$ cat src/mlpd_ram.sv
// mlpd_ram: generic single write, single read memory with registered read data
// no dependencies; used for the weight, bias and activation stores

module mlpd_ram #(
   parameter int WIDTH = 16,
   parameter int DEPTH = 32
) (
   input  logic                     clock,
   input  logic                     wr_en,
   input  logic [$clog2(DEPTH)-1:0] wr_addr,
   input  logic [WIDTH-1:0]         wr_data,
   input  logic [$clog2(DEPTH)-1:0] rd_addr,
   output logic [WIDTH-1:0]         rd_data
);

   logic [WIDTH-1:0] mem_ff [DEPTH];
   logic [WIDTH-1:0] rd_data_ff;

   always_ff @(posedge clock) begin
      if (wr_en) begin
         mem_ff[wr_addr] <= wr_data;
      end
      rd_data_ff <= mem_ff[rd_addr];
   end

   assign rd_data = rd_data_ff;

endmodule

$ cat config.mk
export PLATFORM = sky130hd
export DESIGN_NAME = mlpd_ram
export DESIGN_NICKNAME = d
export VERILOG_FILES = /design/src/mlpd_ram.sv
export SDC_FILE = /design/constraint.sdc
export NUM_CORES = 1
export LEC_CHECK = 0
export BUFFER_PORTS_ARGS = -buffer_cell sky130_fd_sc_hd__buf_2
export CORE_MARGIN = 10
export CORE_UTILIZATION = 39
export DETAILED_ROUTE_END_ITERATION = 12
export REMOVE_ABC_BUFFERS = 1
export SETUP_SLACK_MARGIN = 0.05
export SLEW_MARGIN = 20
export SYNTH_ARGS = -nofsm -noshare
export SYNTH_HDL_FRONTEND = slang
export SYNTH_SLANG_ARGS = --single-unit
$ cat constraint.sdc
create_clock -name clock -period 1.85 [get_ports clock]
set_input_delay 0.185 -clock clock [delete_from_list [all_inputs] [get_ports clock]]
set_output_delay 0.185 -clock clock [all_outputs]
set_load 0.01 [all_outputs]
==> results.sh <==
export IMPL_core_area_sq_um=52300
export IMPL_slew_headroom=0.510
export IMPL_clockBufferDepth=3
export IMPL_irDropWorstVdd_mv=0.611
export IMPL_grt_usage=0.155
export IMPL_cts_buffers=50
export IMPL_grt_pass1_wl_um=72700
export IMPL_critPathLaunchType="register"
export IMPL_io_buffers=43
export IMPL_min_path_type="in2reg"
export IMPL_dp_hpwl_um=30700
export IMPL_cp_required_ns=2.30
export IMPL_fill_cells=4452
export IMPL_power_density_nw_per_um2=1040
export IMPL_diodes=0
export IMPL_final_net_count=1314
export IMPL_drt_antenna_violating_nets=0
export IMPL_avgSynthCellArea_sq_um=18.0
export IMPL_cts_resized_gates=0
export IMPL_final_cell_area_sq_um=24100
export IMPL_post_cts_setup_buffer_count=0
export IMPL_antenna_found_initial=0
export IMPL_clock_fmax_mhz=626
export IMPL_status="finished, final reports clean"
export IMPL_yosysSeqAreaShare=0.764
export IMPL_clock_root_buffer="clkbuf_16"
export IMPL_final_common_cell="edfxtp_1"
export IMPL_synth_seq_cells=528
export IMPL_syn_inst=1143
export IMPL_wl_per_cell_um=24.6
export IMPL_clk_latency_ns=0.57
export IMPL_syn_to_final_growth_pct=17.2
export IMPL_yosysWarnings=0
export IMPL_critPathSlowestCell="edfxtp_1"
export IMPL_grt_max_degree=44
export IMPL_h_tree_depth=2
export IMPL_die_h_um=249
export IMPL_grt_ovfl_total=0
export IMPL_syn_area_sq_um=20500
export IMPL_tns_ns=0
export IMPL_final_util=0.460
export IMPL_boundaryPins=44
export IMPL_drv_slew=0
export IMPL_yosys_area_top_type_share=0.749
export IMPL_ctsHoldBuffers=0
export IMPL_clock_sinks=528
export IMPL_tritoncts="built"
export IMPL_period_share=0.863
export IMPL_report_final_hold_viol_count=0
export IMPL_final_cell_mix="512 x edfxtp_1, 256 x mux2i_1, 81 x buf_4"
export IMPL_path_class="reg2reg"
export IMPL_via_count=10600
export IMPL_drc=0
export IMPL_synth_cell_types=26
export IMPL_synth_area_leaders="edfxtp_1 75%, mux2i_1 12%, a22oi_1 2.3%, dfxtp_1 1.6%, a22o_1 1.4%"
export IMPL_row_count=84
export IMPL_dpl_cell_area_sq_um=22400
export IMPL_cp_max_fo=1
export IMPL_gp_congestion=0.812
export IMPL_worst_pin_slew_ns=0.735
export IMPL_grt_setup_unrepaired="no"
export IMPL_drive_above_1_share=0.191
export IMPL_drv_cap=0
export IMPL_setup_viol=0
export IMPL_synth_top_area_cell="edfxtp_1"
export IMPL_viasPerCell=5.28
export IMPL_die_area_sq_um=62200
export IMPL_period_minus_slack_ns=1.60
export IMPL_fp_dieW_um=249
export IMPL_power_leakage_nw=8.47
export IMPL_slowest_delay_ns=0.36
export IMPL_clkTransAtPathRegs_ns=0.06
export IMPL_path_cells="mux2i_1 > a22o_1 > nor3_1 > buf_4 > a31oi_1 > buf_4 > nand3_1"
export IMPL_first_iter_violations=885
export IMPL_cp_end_kind="register"
export IMPL_fin_skew_ns=0.0261
export IMPL_cp_common_cell="buf_4"
export IMPL_initial_core_util=0.392
export IMPL_grt_pass1_vias=10700
export IMPL_wl_um=49600
export IMPL_arrival_ns=2.05
export IMPL_firstDrtPassIters=5
Yosys cell counts, drive strengths merged:
master / count
or3b: 3
mux2i: 256
and2: 1
nor2: 34
a22o: 32
a22oi: 64
nand4: 16
nor2b: 2
or3: 1
dfxtp: 16
edfxtp: 512
or2: 1
a31oi: 16
clkbuf: 12
nand3: 34
nor3: 16
a21oi: 32
buf: 55
nand3b: 5
nand2b: 2
nand2: 33
path summary, 6_finish.rpt:
path,startpoint,end,slack (ns),cells past startpoint
hold reg to reg,mem_ff[10][14],rd_data[14],0.62,4
setup / recovery,mem_ff[3][6],rd_data[6],0.25,7
setup reg to reg,mem_ff[3][6],rd_data[6],0.25,7
hold / removal,wr_data[7],mem_ff[29][7],0.18,1
metal layers:
metal | vias to the layer above | wire, um | global-route usage | share of wire
li1 | 4850 | - | - | -
met2 | 301 | 23800 | 0.253 | 0.48
met3 | 60 | 2960 | 0.0274 | 0.060
met1 | 5434 | 21900 | 0.211 | 0.44
met5 | - | 0 | 0 | 0
met4 | 0 | 1000 | 0.0405 | 0.020
critical path: cells and delay by family (launching register included):
| family | cells | cell delay, ns |
|---|---|---|
| buf+inv | 2 | 0.33 |
| compound gates | 2 | 0.48 |
| mux | 1 | 0.18 |
| flops | 1 | 0.36 |
| simple gates | 2 | 0.14 |
report_power, final:
part	total [W]	internal [W]	leakage (nW)	switching (W)
logic	0.00149	0.000544	2.92	0.000942
clock network	0.0102	0.00598	0.799	0.00421
registers	0.0134	0.0133	4.75	0.0000652
cell families after synthesis:
group,Yosys count,synth area share
AOI/OAI and AO/OA,144,0.0497
buffers and inverters,67,0.0263
DFF,528,0.764
muxes,256,0.125
and+or+nand+nor,148,0.0349
sequential cells by signal, indices dropped and copies added (netlist names):
| signal | count |
|---|---|
| rd_data | 16 |
| mem_ff | 512 |
area by class of cell:
class | count | area, sq um | area share
Clock buffer | 63 | 1350 | 0.0561
Multi-Input combinational cell | 548 | 4370 | 0.181
Timing Repair Buffer | 158 | 1510 | 0.0629
Clock inverter | 30 | 287 | 0.0119
Tap cell | 688 | 861 | 0.0358
Sequential cell | 528 | 15700 | 0.652
stage by stage:
stage / setup slack, ns / power, W / std cells / hold WS, ns
after floorplan: -1.14 / 0.0141 / 1076 / 0.284
after detailed placement: -0.218 / 0.0151 / 1922 / 0.588
after CTS: 0.233 / 0.0252 / 2015 / 0.165
after global placement: -0.194 / 0.0151 / 1922 / 0.585
after global routing: 0.146 / 0.0258 / 2015 / 0.189
final: 0.253 / 0.0250 / 2015 / 0.181
No activity file was read; power rests on OpenSTA's default activity.
